--- src/hw/rtl/bavg_pkg.sv ---
// ----------------------------------------------------------------------------
// bavg_pkg
// Shared types and constants of the box-average icon downscaler.
// ----------------------------------------------------------------------------
package bavg_pkg;

  localparam int NUM_CH = 4;
  localparam int CH_W   = 8;
  localparam int STEP_W = 3;

  localparam logic ACTION_LOAD = 1'b0;
  localparam logic ACTION_EMIT = 1'b1;

  localparam logic REG_WIDTH  = 1'b0;
  localparam logic REG_HEIGHT = 1'b1;

  typedef struct packed {
    logic        action;
    logic [11:0] source_index;
    logic [31:0] pixel_value;
    logic [5:0]  output_row;
  } in_t;

  typedef struct packed {
    logic [31:0] out_pixel;
    logic [5:0]  out_column;
    logic        last;
  } out_t;

endpackage

--- src/hw/rtl/bavg_div.sv ---
// ----------------------------------------------------------------------------
// bavg_div
// Four-lane restoring divider: divides each channel sum by the box pixel
// count, one quotient bit per cycle.
// ----------------------------------------------------------------------------
module bavg_div
  import bavg_pkg::*;
#(
  parameter int SUM_W = 10,
  parameter int N_W   = 3
) (
  input  logic                             clk,
  input  logic                             rst,
  input  logic                             start,
  input  logic [NUM_CH-1:0][SUM_W-1:0]     sums,
  input  logic [N_W-1:0]                   count,
  output logic                             done,
  output logic [NUM_CH-1:0][CH_W-1:0]      quot
);

  localparam int CMP_W = N_W + CH_W;

  logic                          active;
  logic [STEP_W-1:0]             step;
  logic [CMP_W-1:0]              dvs;
  logic [NUM_CH-1:0][CMP_W-1:0]  rem;

  always_ff @(posedge clk) begin
    if (rst) begin
      active <= 1'b0;
      done   <= 1'b0;
      step   <= '0;
    end else begin
      done <= 1'b0;
      if (start) begin
        active <= 1'b1;
        step   <= '0;
      end else if (active) begin
        step <= step + STEP_W'(1);
        if (step == STEP_W'(CH_W - 1)) begin
          active <= 1'b0;
          done   <= 1'b1;
        end
      end
    end
  end

  // Average never exceeds 255, so the quotient settles in CH_W trial steps.
  always_ff @(posedge clk) begin
    if (start) begin
      dvs <= CMP_W'(count) << (CH_W - 1);
      for (int c = 0; c < NUM_CH; c++) begin
        rem[c] <= CMP_W'(sums[c]);
      end
    end else if (active) begin
      dvs <= dvs >> 1;
      for (int c = 0; c < NUM_CH; c++) begin
        if (rem[c] >= dvs) begin
          rem[c]  <= rem[c] - dvs;
          quot[c] <= {quot[c][CH_W-2:0], 1'b1};
        end else begin
          quot[c] <= {quot[c][CH_W-2:0], 1'b0};
        end
      end
    end
  end

endmodule

--- config.mk ---
export PLATFORM = sky130hd
export DESIGN_NAME = bavg_div
export DESIGN_NICKNAME = d
export VERILOG_FILES = /design/src/hw/rtl/bavg_pkg.sv /design/src/hw/rtl/bavg_div.sv
export SDC_FILE = /design/constraint.sdc
export NUM_CORES = 1
export LEC_CHECK = 0
export BUFFER_PORTS_ARGS = -buffer_cell sky130_fd_sc_hd__clkbuf_2
export CAP_MARGIN = 20
export CORE_MARGIN = 3
export CORE_UTILIZATION = 52
export CTS_CLUSTER_DIAMETER = 60
export CTS_CLUSTER_SIZE = 8
export DETAILED_ROUTE_END_ITERATION = 6
export PLACE_DENSITY = 0.85
export SYNTH_ARGS = -nofsm -noshare
export SYNTH_HDL_FRONTEND = slang
export SYNTH_SLANG_ARGS = --single-unit
--- constraint.sdc ---
create_clock -name clk -period 6.4 [get_ports clk]
set_input_delay 0 -clock clk [delete_from_list [all_inputs] [get_ports clk]]
set_output_delay 0 -clock clk [all_outputs]
set_load 0.05 [all_outputs]
# Word level (Yosys, flattened, before mapping)
# Cells that the tools add are included.
# totals
regBits	91
input_bits	46
wordCells	61
latchBits	0
ramBits	0
rom_bits	0
mem_count	0
# classes
n_lt_le_gt_ge	4
n_eq_ne	1
mux	16
n_bitwise	2
n_reduce_logical	16
n_div	0
shifts	0
n_addsub	5
mul	0
# ops
operator	n
43-bit 2-to-1 mux	2
11-bit by 10-bit greater-or-equal comparator with 1-bit output	4
11-bit by 10-bit subtractor with 11-bit output	4
11-bit 2-to-1 mux	3
10-bit 2-to-1 mux	3
2-bit AND reduction	9
2-bit nonzero test	5
1-bit 2-to-1 mux	8
3-bit by 1-bit adder with 3-bit output (second input constant)	1
3-bit == test (second input constant)	1
3-bit OR reduction	1
1-bit inverter	2
2-bit OR reduction	1

# Longest topological paths before layout
# Gate-level depths: netlist of the first run.
# logic_depth
depth_word	4
mapped_depth	10
ltp_nobuf	10

# Worst setup path before layout of the first run
# OpenSTA, ideal clock, no wires.
# synth_path
path_type	register to register
start	reg dvs[0]
end	reg rem[32] in the netlist's numbering
setup_ns	0.123
stages_incl_launch_ff	10
t_arrival_ns	2.544
path_slack_ns	3.733
cell_sequence	dfxtp_1 > ha_1 > inv_2 > fa_1 > a211oi_2 > nor2_1 > or4b_1 > and4_4 > a2111oi_4 > mux2_1
# synth_between
elab_chain_len	2
elab_cells_between_ends	3
classes_between	add/sub (1); order compare (1); reduce/logical (1)
# synth_lines
element	line_no	source
start: declaration	bavg_div.sv:25	logic [CMP_W-1:0] dvs;
start signal: assignment	bavg_div.sv:51	dvs <= CMP_W'(count) << (CH_W - 1);
start signal: assignment	bavg_div.sv:56	dvs <= dvs >> 1;
11-bit by 10-bit greater-or-equal comparator with 1-bit output	bavg_div.sv:58	if (rem[c] >= dvs) begin
2-bit AND reduction (no source line)	-	
end signal: indexed assignment	bavg_div.sv:53	rem[c] <= CMP_W'(sums[c]);
end signal: indexed assignment	bavg_div.sv:59	rem[c] <= rem[c] - dvs;
end: declaration	bavg_div.sv:26	logic [NUM_CH-1:0][CMP_W-1:0] rem;
# Parallel ways exist; a longest one is shown, timed or not.
# A chain may end at the register's enable or synchronous reset.

# Worst setup path in the final report of the first run
# Same ends and word-level chain as after synthesis.

==> results.txt, run 1 <==
----------------------------------------------------
[Power and ir drop]
  Areal power density over the cells ... 254 nW/um2
  Leakage dissipation ... 2.58 nW
  Max VDD drop ... ~0.00012 V

[STA]
  Fin. max-slew vios ... 0
  Time the worst path needs with I/O delays and setup ... 2.90 ns
  Rel. slew slack ... 57.7%
  RSZ-0062 raised after global routing ... false
  Max Freq ... roughly 0.35 GHz
  Setup violations, final ... 0
  Count of endpoints failing hold in the final timing report ... 0
  Slew at the pin closest to its max-slew limit ... around 0.63 ns
  Tcrit/Tclk final ... around 45%
  Accumulated negative setup slack ... 0 ns
  Worst hold slack ... between 0.2 and 0.25 ns
  Clock tree skew after final layout ... 0.00886 ns

[Floorplan]
  CORE AREA ... 9460 um2
  Vertical extent of the die ... around 110 um
  Rows ... 35
  Chip width ... around 110 um
  DIE AREA ... between 10000 and 15000 um2
  Starting utilization of the core area ... 54.9%
  I/O pin cnt ... just under 80

[Detailed routing]
  ANT nets after route ... 0
  Routed WL ... around 12 mm
  WL/cell ... between 15 and 20 um
  Count of vias placed by the detailed router ... ~4200
  DRC violations left ... 0
  Post-detailed-route via-to-cell ratio ... slightly below 6
  Initial detailed-routing violation count ... around 230
  Number of iterations in the first detailed-routing pass ... 4

[Finish]
  Final core occ ... roughly two thirds
  Most used cells in the layout excluding fill and tap cells ... 78 x sky130_fd_sc_hd__clkbuf_2, 75 x sky130_fd_sc_hd__edfxtp_1, 44 x sky130_fd_sc_hd__dlygate4sd3_1, 42 x sky130_fd_sc_hd__ha_1, 36 x sky130_fd_sc_hd__nand2_1
  FILL cells ... between 700 and 800
  Post-layout nets ... 674
  Share of post-route cells with drive strength above 1 ... between 10% and 20%
  Area growth from synthesis to final layout ... 22.4%
  Most common cell after layout, fill and taps aside ... sky130_fd_sc_hd__clkbuf_2
  Inserted Diodes ... 0
  Multi-input logic area ... 2500 um2
  Sequential cell area ... about 2600 um2

[Clock network]
  Clock latency on the worst-skew pair ... 0.37 ns
  Longest Clk Path Bufs ... 2
  Inserted Clock Buffers ... 9
  Count of H-tree levels built during CTS ... 3
  Clock tree root buffer cell ... sky130_fd_sc_hd__clkbuf_8
  Quantity of gates resized following cts ... 0
  Clock transition at path regs ... approximately 0.09 ns
  TritonCTS clock tree ... done
  Clk sinks ... 91

[Worst setup path]
  Critical path required time ... 6.65 ns
  Cells traversed along the worst timing path ... ha_1, inv_2, fa_1, a211oi_2, nor2_1, or4b_1, and4_4, a2111oi_4, mux2_1
  Cell type of the slowest stage on the worst timing path ... sky130_fd_sc_hd__or4b_1
  Critical Path AT ... ~3.2 ns
  Crit Path Class ... register to register
  Critical-path maximum fanout ... 5
  CP delay by family, top ... simple AND/OR/NAND/NOR gates
  CP startpoint kind ... register
  Largest incremental delay on the critical path ... approximately 0.51 ns
  Crit path capture type ... register
  CP bufs+invs ... 1

[Synthesis]
  Post-Synth XOR/XNOR Area ... just over 4%
  Post-synth design cell area ... ~5200 um2
  Cell type with the largest total area after synthesis ... sky130_fd_sc_hd__edfxtp_1
  Average cell area after synthesis ... about 11 um2
  Sequential share of the synthesized area ... roughly 50%
  Synthesized-area fraction occupied by and/or/nand/nor cells ... between 10 and 15%
  Synth Area in Compound Gates ... between 10% and 20%
  Synthesized-area fraction occupied by adder cells ... between 10% and 20%
  Yosys warnings ... 0
  Share of cell area taken by muxes after synthesis ... 2.17%
  Leading post-synthesis cells by cell area ... sky130_fd_sc_hd__edfxtp_1 43%, sky130_fd_sc_hd__ha_1 10%, sky130_fd_sc_hd__dfxtp_1 6.2%, sky130_fd_sc_hd__a22o_1 3.5%, sky130_fd_sc_hd__a21oi_1 2.7%
  Count of flip-flops with a built-in enable after synthesis ... between 70 and 80
  Number of instances in the synthesized netlist ... approximately 460
  Synth Register Bits ... 91
  Synth async-reset ratio ... 0%
  Combinational family with the most area after synthesis ... compound AO/OA/AOI/OAI gates
  Number of unique standard cell types used by synthesis ... 54
  Number of nets produced by synthesis ... approximately 550
  Top flip-flop cell by instance count after synthesis ... sky130_fd_sc_hd__edfxtp_1
  Proportion of netlist area held by the largest area contributor ... between 40% and 50%

[Placed design]
  Count of buffers from port buffering ... 78
  Hpwl dp ... ~8.4 mm
  Final GP Congestion ... roughly 0.91

[GRT]
  Global-route wire length before repair ... 20.3 mm
  Grt total ovfl ... 0
  Largest net degree at the start of global routing ... between 60 and 70
  Via count of the first global-routing pass ... 4228
  Gr usage total ... about 23%
  Antenna violations before repair ... 0

[Run status]
  Result of the run ... complete, no violations

[Hold path]
  Kind of path behind the tightest hold check ... input pin to register

[Job]
  Max Cap Violations ... 0

----------------------------------------------------
==> routing by layer <==
metal | global-route usage [%] | vias up | wire [um]
li1 | - | 2009 | -
met1 | 28.6 | 2000 | 5260
met2 | 38.8 | 157 | 6010
met3 | 4.07 | 25 | 728
met4 | 8.79 | 0 | 268
met5 | 0 | - | 0
==> cells in the mapped netlist, drive strengths merged (2+ instances only) <==
master,instances
a2111oi,3
dfxtp,16
nand2,36
clkbuf,9
and3,6
a21oi,28
a21o,17
nand2b,4
a22o,21
o21ai,27
o21bai,4
edfxtp,75
o21a,3
a32o,5
inv,22
nor3,6
mux2i,9
a211oi,11
xor2,12
o41ai,4
o31ai,9
a21boi,3
nand4,2
nor4,2
buf,4
xnor2,12
or3,6
nand3b,2
a31oi,3
nand3,2
and2,6
and4,3
ha,42
nor2,25
fa,4
o211ai,2
nor2b,4
mux2,2
==> cell type report <==
type | count | share of cell area (%)
Clock inverter | 7 | 1.06
Multi-Input combinational cell | 333 | 39.3
Timing Repair Buffer | 125 | 13.4
Tap cell | 129 | 2.54
Clock buffer | 9 | 1.95
Inverter | 22 | 1.30
Sequential cell | 91 | 40.4
==> through the flow <==
step	std cells	cell area, um2	power [mW]	setup slack, ns
2_1_floorplan	459	5200	1.10	3.73
3_3_place_gp	656	5730	1.19	3.60
3_5_place_dp	656	5730	1.21	3.55
4_1_cts	716	6360	1.62	3.53
5_1_grt	716	6360	1.71	3.31
6_report	716	6360	1.62	3.50
==> cells by family (layout without fill, tap and decap cells) <==
logic type                 Yosys count  in the layout
AOI/OAI and AO/OA                  145            145
and+or+nand+nor                    107            107
DFF                                 91             91
adders and majority gates           46             46
buffers and inverters               35            163
xor gates and xnor gates            24             24
muxes                               11             11
==> repair_timing <==
action	4_1_cts	5_1_grt
buffers inserted	0	0
hold buffers	44	0
hold endpoints to repair	48	0
==> final timing paths <==
path                            startpoint       end  slack, ns  cells after the start
worst max-delay path                dvs[0]   rem[32]       3.50                      9
worst max register to register      dvs[0]   rem[32]       3.50                      9
worst min-delay path                 start   rem[36]       0.23                      3
worst min register to register    quot[18]  quot[19]       0.45                      0
==> report_power, final <==
part / switching [mW] / internal, mW / total, mW
registers: 0.0232 / 0.706 / 0.729
logic: 0.293 / 0.207 / 0.500
clock network: 0.208 / 0.180 / 0.389
total: 0.525 / 1.09 / 1.62
==> flip-flops by register name, indices dropped and copies added (netlist names) <==
register,count
active,1
done,1
quot,32
rem,44
step,3
dvs,10
==> worst min-delay path, stage by stage <==
cell,delay [ns]
sky130_fd_sc_hd__clkbuf_2,0.34
sky130_fd_sc_hd__nand2_1,0.10
sky130_fd_sc_hd__o41ai_1,0.05
No activity file was read; power rests on OpenSTA's default activity.
==> inputs of run 2 (changes only) <==
==> constraint.sdc (replaced) <==
create_clock -name clk -period 2.75 [get_ports clk]
set_input_delay 0 -clock clk [delete_from_list [all_inputs] [get_ports clk]]
set_output_delay 0 -clock clk [all_outputs]
set_load 0.05 [all_outputs]
==> results.txt, run 2 (synthesized netlist as in run 1, its figures left out) <==
----------------------------------------------------
[Clock network]
  Count of H-tree levels built during CTS ... 3
  Clock latency on the worst-skew pair ... 0.37 ns
  Longest Clk Path Bufs ... 2
  TritonCTS clock tree ... done
  Clk sinks ... just over 90
  Clock tree root buffer cell ... sky130_fd_sc_hd__clkbuf_8
  Inserted Clock Buffers ... 9
  Clock transition at path regs ... 0.10 ns

[STA]
  Count of endpoints failing hold in the final timing report ... 0
  RSZ-0062 raised after global routing ... true
  Clock tree skew after final layout ... approximately 0.017 ns
  Tcrit/Tclk final ... roughly 100%
  Worst hold slack ... between 0.2 and 0.25 ns
  Time the worst path needs with I/O delays and setup ... ~2.7 ns
  Slew at the pin closest to its max-slew limit ... 0.559 ns
  Max Freq ... 0.367 GHz
  Fin. max-slew vios ... 0
  Setup violations, final ... 0
  Rel. slew slack ... roughly 63%

[Finish]
  FILL cells ... 721
  Area growth from synthesis to final layout ... 24.6%
  Registers with the highest flip-flop counts ... rem (44), quot (32), dvs (10)
  Inserted Diodes ... 0
  Most common cell after layout, fill and taps aside ... sky130_fd_sc_hd__clkbuf_2
  Flip-flop count of the largest register after layout ... 44
  Reg with most FFs ... rem
  Most used cells in the layout excluding fill and tap cells ... 78 x sky130_fd_sc_hd__clkbuf_2, 75 x sky130_fd_sc_hd__edfxtp_1, 44 x sky130_fd_sc_hd__dlygate4sd3_1, 42 x sky130_fd_sc_hd__ha_1, 36 x sky130_fd_sc_hd__nand2_1
  Cell area after layout ... approximately 6500 um2
  Post-layout nets ... just under 700
  Share of post-route cells with drive strength above 1 ... between 20% and 30%

[GRT]
  Grt total ovfl ... 0
  Antenna violations before repair ... 0
  Via count of the first global-routing pass ... approximately 4300
  Global-route wire length before repair ... about 21 mm
  Gr usage total ... 23.2%
  Largest net degree at the start of global routing ... 34

[Power and ir drop]
  Areal power density over the cells ... roughly 580 nW/um2
  Leakage dissipation ... ~2.6 nW
  Max VDD drop ... 0.000477 V

[Floorplan]
  Rows ... 35
  Vertical extent of the die ... 106 um
  CORE AREA ... between 9000 and 10000 um2
  DIE AREA ... 11200 um2
  Starting utilization of the core area ... roughly 55%
  Chip width ... about 110 um
  I/O pin cnt ... approximately 80

[Worst setup path]
  Crit path capture type ... register
  RR Startpoint ... rem[22]
  Critical path required time ... around 3.0 ns
  Critical-path maximum fanout ... 3
  Crit Path Class ... register to register
  Critical Path AT ... between 2 and 3 ns
  Critical path origin ... rem[22]
  CP startpoint kind ... register

[Placed design]
  Count of buffers from port buffering ... 78
  Hpwl dp ... between 8 and 9 mm
  Final GP Congestion ... a little over 0.9
  Dpl cell area ... 5820 um2

[Detailed routing]
  DRC violations left ... 0
  WL/cell ... approximately 18 um
  Number of iterations in the first detailed-routing pass ... 5
  Routed WL ... between 10 and 15 mm
  ANT nets after route ... 0
  Initial detailed-routing violation count ... 296
  Count of vias placed by the detailed router ... ~4300
  Post-detailed-route via-to-cell ratio ... roughly 5.9

[Hold path]
  Startpoint of the worst hold path ... start
  Kind of path behind the tightest hold check ... input pin to register

[Run status]
  Result of the run ... complete, no violations

[Job]
  Max Cap Violations ... 0

----------------------------------------------------
==> run 2: changes by cell type in the layout (fill, tap and decap cells not counted), moves of 2 or more <==
cell | before | now
sky130_fd_sc_hd__clkinv_1 | 2 | 0
sky130_fd_sc_hd__fa_2 | 0 | 2
sky130_fd_sc_hd__a21o_2 | 0 | 2
sky130_fd_sc_hd__inv_6 | 0 | 3
sky130_fd_sc_hd__buf_4 | 3 | 16
sky130_fd_sc_hd__fa_1 | 4 | 2
sky130_fd_sc_hd__a21o_1 | 17 | 15
==> run 2: critical path, stage by stage (launching register included) <==
cell and delay, ns:
sky130_fd_sc_hd__edfxtp_1 0.37, sky130_fd_sc_hd__inv_1 0.06, sky130_fd_sc_hd__ha_1 0.14, sky130_fd_sc_hd__inv_2 0.05
sky130_fd_sc_hd__fa_2 0.42, sky130_fd_sc_hd__a211oi_2 0.25, sky130_fd_sc_hd__nor2_2 0.08, sky130_fd_sc_hd__or4b_4 0.49
sky130_fd_sc_hd__and4_4 0.21, sky130_fd_sc_hd__a2111oi_4 0.19, sky130_fd_sc_hd__mux2_1 0.35
==> run 2: cell type report <==
| type | count | area [um2] | area share, % |
|---|---|---|---|
| well taps | 129 | 161 | 2.49 |
| multi-input cells | 333 | 2520 | 39.0 |
| repair buffers | 138 | 951 | 14.7 |
| clock buffers | 9 | 124 | 1.91 |
| inverters | 22 | 82.6 | 1.28 |
| clock inverters | 7 | 58.8 | 0.909 |
| flip-flops and latches | 91 | 2570 | 39.7 |
==> run 2: per-stage QoR <==
step,power (mW),setup slack [ns],utilization [%],cells,setup TNS (ns)
floorplan,2.55,0.0829,-,459,0
global placement,2.78,0.0321,61.5,668,0
detailed placement,2.83,-0.00728,61.5,668,-0.00728
CTS,3.74,0.00594,68.1,728,0
global route,3.96,-0.0824,68.4,729,-0.122
finish,3.77,0.0237,68.4,729,0
==> run 2: timing repair <==
action                                  4_1_cts  5_1_grt
hold buffers                                 44        0
pin swaps                                     0        3
buffers inserted                              0        1
endpoints found under the setup margin        1       31
gates resized for setup                       1        7
hold endpoints to repair                     48        0
==> run 2: worst paths after layout <==
check / end / slack [ns] / cells past startpoint
worst max-delay path: rem[32] / 0.02 / 10
worst min register to register: quot[18] / 0.45 / 0
worst min-delay path: rem[4] / 0.23 / 3
worst max register to register: rem[32] / 0.02 / 10
==> run 2: report_power, final <==
part | switching, mW | leakage (nW) | internal (mW) | total [mW]
Clock | 0.527 | 0.0925 | 0.345 | 0.872
Sequential | 0.0567 | 0.871 | 1.64 | 1.70
Combinational | 0.694 | 1.67 | 0.503 | 1.20
==> run 2: per-layer routing <==
metal | share of wire (%) | up-vias | routed length (um) | global-route usage, %
li1 | - | 2027 | - | -
met1 | 41 | 2080 | 5340 | 29.2
met2 | 49 | 197 | 6380 | 40.4
met3 | 6.8 | 33 | 885 | 4.61
met4 | 2.4 | 0 | 315 | 7.40
met5 | 0 | - | 0 | 0
==> inputs of run 3 (changes only) <==
--- a/config.mk
+++ b/config.mk
@@ -8,11 +8,12 @@
 export BUFFER_PORTS_ARGS = -buffer_cell sky130_fd_sc_hd__clkbuf_2
 export CAP_MARGIN = 20
 export CORE_MARGIN = 3
-export CORE_UTILIZATION = 52
+export CORE_UTILIZATION = 45
 export CTS_CLUSTER_DIAMETER = 60
 export CTS_CLUSTER_SIZE = 8
 export DETAILED_ROUTE_END_ITERATION = 6
-export PLACE_DENSITY = 0.85
+export PLACE_DENSITY = 0.77
+export SETUP_SLACK_MARGIN = 0.1
 export SYNTH_ARGS = -nofsm -noshare
 export SYNTH_HDL_FRONTEND = slang
 export SYNTH_SLANG_ARGS = --single-unit
==> results.txt, run 3 (synthesized netlist as in run 1, its figures left out) <==
----------------------------------------------------
[Run status]
  Result of the run ... complete, no violations

[Worst setup path]
  Critical path origin ... rem[22]
  Crit Path Class ... register to register
  CP startpoint kind ... register
  Critical Path AT ... between 2 and 3 ns
  R2r endpoint ... rem[32]
  Worst-case reg-to-reg path depth ... 10
  Critical-path maximum fanout ... 3
  Critical path required time ... 2.99 ns
  Crit path capture type ... register
  End point of the critical path ... rem[32]
  RR Startpoint ... rem[22]
  R2R setup slack ... slightly above 0.05 ns

[Clock network]
  TritonCTS clock tree ... done
  Count of H-tree levels built during CTS ... 3
  Longest Clk Path Bufs ... 2
  Inserted Clock Buffers ... 9
  Clock tree root buffer cell ... sky130_fd_sc_hd__clkbuf_16
  Clock latency on the worst-skew pair ... 0.35 ns
  Clock transition at path regs ... 0.07 ns
  Clk sinks ... between 90 and 100

[GRT]
  Antenna violations before repair ... 0
  Grt total ovfl ... 0
  Global-route wire length before repair ... just over 20 mm
  Met2 global-route usage ... 33.4%
  Met1 routing resource usage after global routing ... roughly a quarter
  Grt peak-use layer ... met2
  Gr usage total ... about a fifth
  Via count of the first global-routing pass ... between 4000 and 5000
  Largest net degree at the start of global routing ... 24
  Met3 demand-to-capacity share in global routing ... approximately 4.2%

[Placed design]
  Number of cells after detailed placement ... between 600 and 700
  Hpwl dp ... 8.90 mm
  Count of buffers from port buffering ... 78
  Final GP Congestion ... between 0.8 and 0.9

[Finish]
  Inserted Diodes ... 0
  Area growth from synthesis to final layout ... 28.0%
  Multi-input logic area ... roughly 2500 um2
  Share of post-route cells with drive strength above 1 ... 22.9%
  Registers with the highest flip-flop counts ... rem (44), quot (32), dvs (10)
  Post-layout nets ... between 600 and 700
  Flip-flop count of the largest register after layout ... 44
  Most used cells in the layout excluding fill and tap cells ... 78 x sky130_fd_sc_hd__clkbuf_2, 75 x sky130_fd_sc_hd__edfxtp_1, 44 x sky130_fd_sc_hd__dlygate4sd3_1, 41 x sky130_fd_sc_hd__ha_1, 36 x sky130_fd_sc_hd__nand2_1
  Final standard cell count with taps included and fillers excluded ... roughly 750
  FILL cells ... 905
  Sequential cell area ... approximately 2600 um2
  Reg with most FFs ... rem
  Most common cell after layout, fill and taps aside ... sky130_fd_sc_hd__clkbuf_2

[Floorplan]
  Starting utilization of the core area ... between 40% and 50%
  CORE AREA ... between 10000 and 15000 um2
  Chip width ... 113 um
  Rows ... 38
  DIE AREA ... between 10000 and 15000 um2
  Vertical extent of the die ... roughly 110 um
  I/O pin cnt ... between 70 and 80

[Detailed routing]
  Routed WL ... between 10 and 15 mm
  ANT nets after route ... 0
  Initial detailed-routing violation count ... 184
  DRC violations left ... 0
  WL/cell ... 16.9 um
  Count of vias placed by the detailed router ... 4198
  Post-detailed-route via-to-cell ratio ... roughly 5.6
  Number of iterations in the first detailed-routing pass ... 4

[STA]
  Rel. slew slack ... approximately 72%
  Count of endpoints failing hold in the final timing report ... 0
  Setup violations, final ... 0
  Tcrit/Tclk final ... between 90% and 100%
  RSZ-0062 raised after global routing ... true
  Fin. max-slew vios ... 0
  Clock tree skew after final layout ... approximately 0.0065 ns
  Time the worst path needs with I/O delays and setup ... ~2.7 ns
  Max Freq ... roughly 0.37 GHz
  Worst hold slack ... between 0.2 and 0.3 ns
  Slew at the pin closest to its max-slew limit ... 0.419 ns

[Power and ir drop]
  Total power of the final layout ... about 4.1 mW
  Areal power density over the cells ... between 600 and 700 nW/um2
  Leakage dissipation ... approximately 2.7 nW
  Net Sw Frac ... about a third
  Clock share of power ... between 20% and 30%
  Power dissipated by switching net loads ... ~1.3 mW
  Sequential share of power ... a little over two fifths
  Max VDD drop ... 0.000382 V
  Internal power contribution ... 2.78 mW
  Combinational share of power ... between 20% and 30%

[Hold path]
  Kind of path behind the tightest hold check ... input pin to register
  Startpoint of the worst hold path ... start

[Job]
  Max Cap Violations ... 0

----------------------------------------------------
-- run 3: cell count changes in the layout (fill, tap and decap cells not counted), moves of 2 or more --
cell                        before  now
sky130_fd_sc_hd__clkbuf_16       0    9
sky130_fd_sc_hd__clkbuf_8        9    0
sky130_fd_sc_hd__buf_4          16   22
sky130_fd_sc_hd__inv_4           0    2
sky130_fd_sc_hd__inv_6           3    1
sky130_fd_sc_hd__nand2b_1        4    2
sky130_fd_sc_hd__nand2b_2        0    2
sky130_fd_sc_hd__nor2_1         23   21
sky130_fd_sc_hd__nor2_2          1    3
-- run 3: metrics by stage --
step / utilization [%] / setup slack [ns] / instance area [um2] / TNS (ns)
5_1_grt: 60.1 / -0.0873 / 6650 / -0.0873
6_report: 60.1 / 0.0517 / 6650 / 0
2_1_floorplan: - / 0.147 / 5200 / 0
4_1_cts: 59.4 / 0.0573 / 6580 / 0
3_5_place_dp: 52.8 / 0.0514 / 5850 / 0
3_3_place_gp: 52.8 / 0.0760 / 5850 / 0
-- run 3: power by group through the flow --
| stage | Clock (mW) | Combinational [mW] | Sequential [mW] |
|---|---|---|---|
| detailed placement | 0 | 1.11 | 1.73 |
| global route | 1.25 | 1.34 | 1.71 |
| floorplan | 0 | 0.779 | 1.77 |
| global placement | 0 | 1.08 | 1.72 |
| CTS | 1.20 | 1.17 | 1.70 |
| finish | 1.17 | 1.21 | 1.70 |
-- run 3: area by class of cell --
type                            count  share of cell area, %
Tap cell                          140                   2.63
Multi-Input combinational cell    333                   38.3
Timing Repair Buffer              144                   15.0
Sequential cell                    91                   38.7
Clock inverter                      7                  0.771
Clock buffer                        9                   3.39
Inverter                           22                   1.24
-- run 3: worst max-delay path, stage by stage (launching register included) --
cell	delay (ns)
sky130_fd_sc_hd__edfxtp_1	0.35
sky130_fd_sc_hd__inv_1	0.06
sky130_fd_sc_hd__ha_2	0.16
sky130_fd_sc_hd__inv_2	0.04
sky130_fd_sc_hd__fa_2	0.37
sky130_fd_sc_hd__a211oi_2	0.21
sky130_fd_sc_hd__nor2_2	0.08
sky130_fd_sc_hd__or4b_4	0.49
sky130_fd_sc_hd__and4_4	0.21
sky130_fd_sc_hd__a2111oi_4	0.27
sky130_fd_sc_hd__mux2_1	0.34
-- run 3: repair_timing --
item | 4_1_cts | 5_1_grt
pin swaps | 1 | 3
gates resized for setup | 2 | 13
hold endpoints to repair | 48 | 0
setup endpoints to repair | 12 | 49
buffers inserted | 1 | 4
gates cloned | 0 | 0
hold buffers | 44 | 0
-- run 3: how the worst min path moves through the flow --
| stage | endpoint | depth (start not counted) |
|---|---|---|
| after floorplan | active | 1 |
| final | rem[4] | 3 |
| after global placement | step[0] | 2 |
| after global routing | rem[4] | 3 |
| after detailed placement | active | 2 |
| after CTS | rem[4] | 3 |
-- run 3: metal layers --
| metal | routed length, um | up-vias | part of all wire, % |
|---|---|---|---|
| li1 | - | 2049 | - |
| met1 | 5570 | 2015 | 44 |
| met2 | 6210 | 123 | 49 |
| met3 | 662 | 11 | 5.3 |
| met4 | 158 | 0 | 1.3 |
| met5 | 0 | - | 0 |
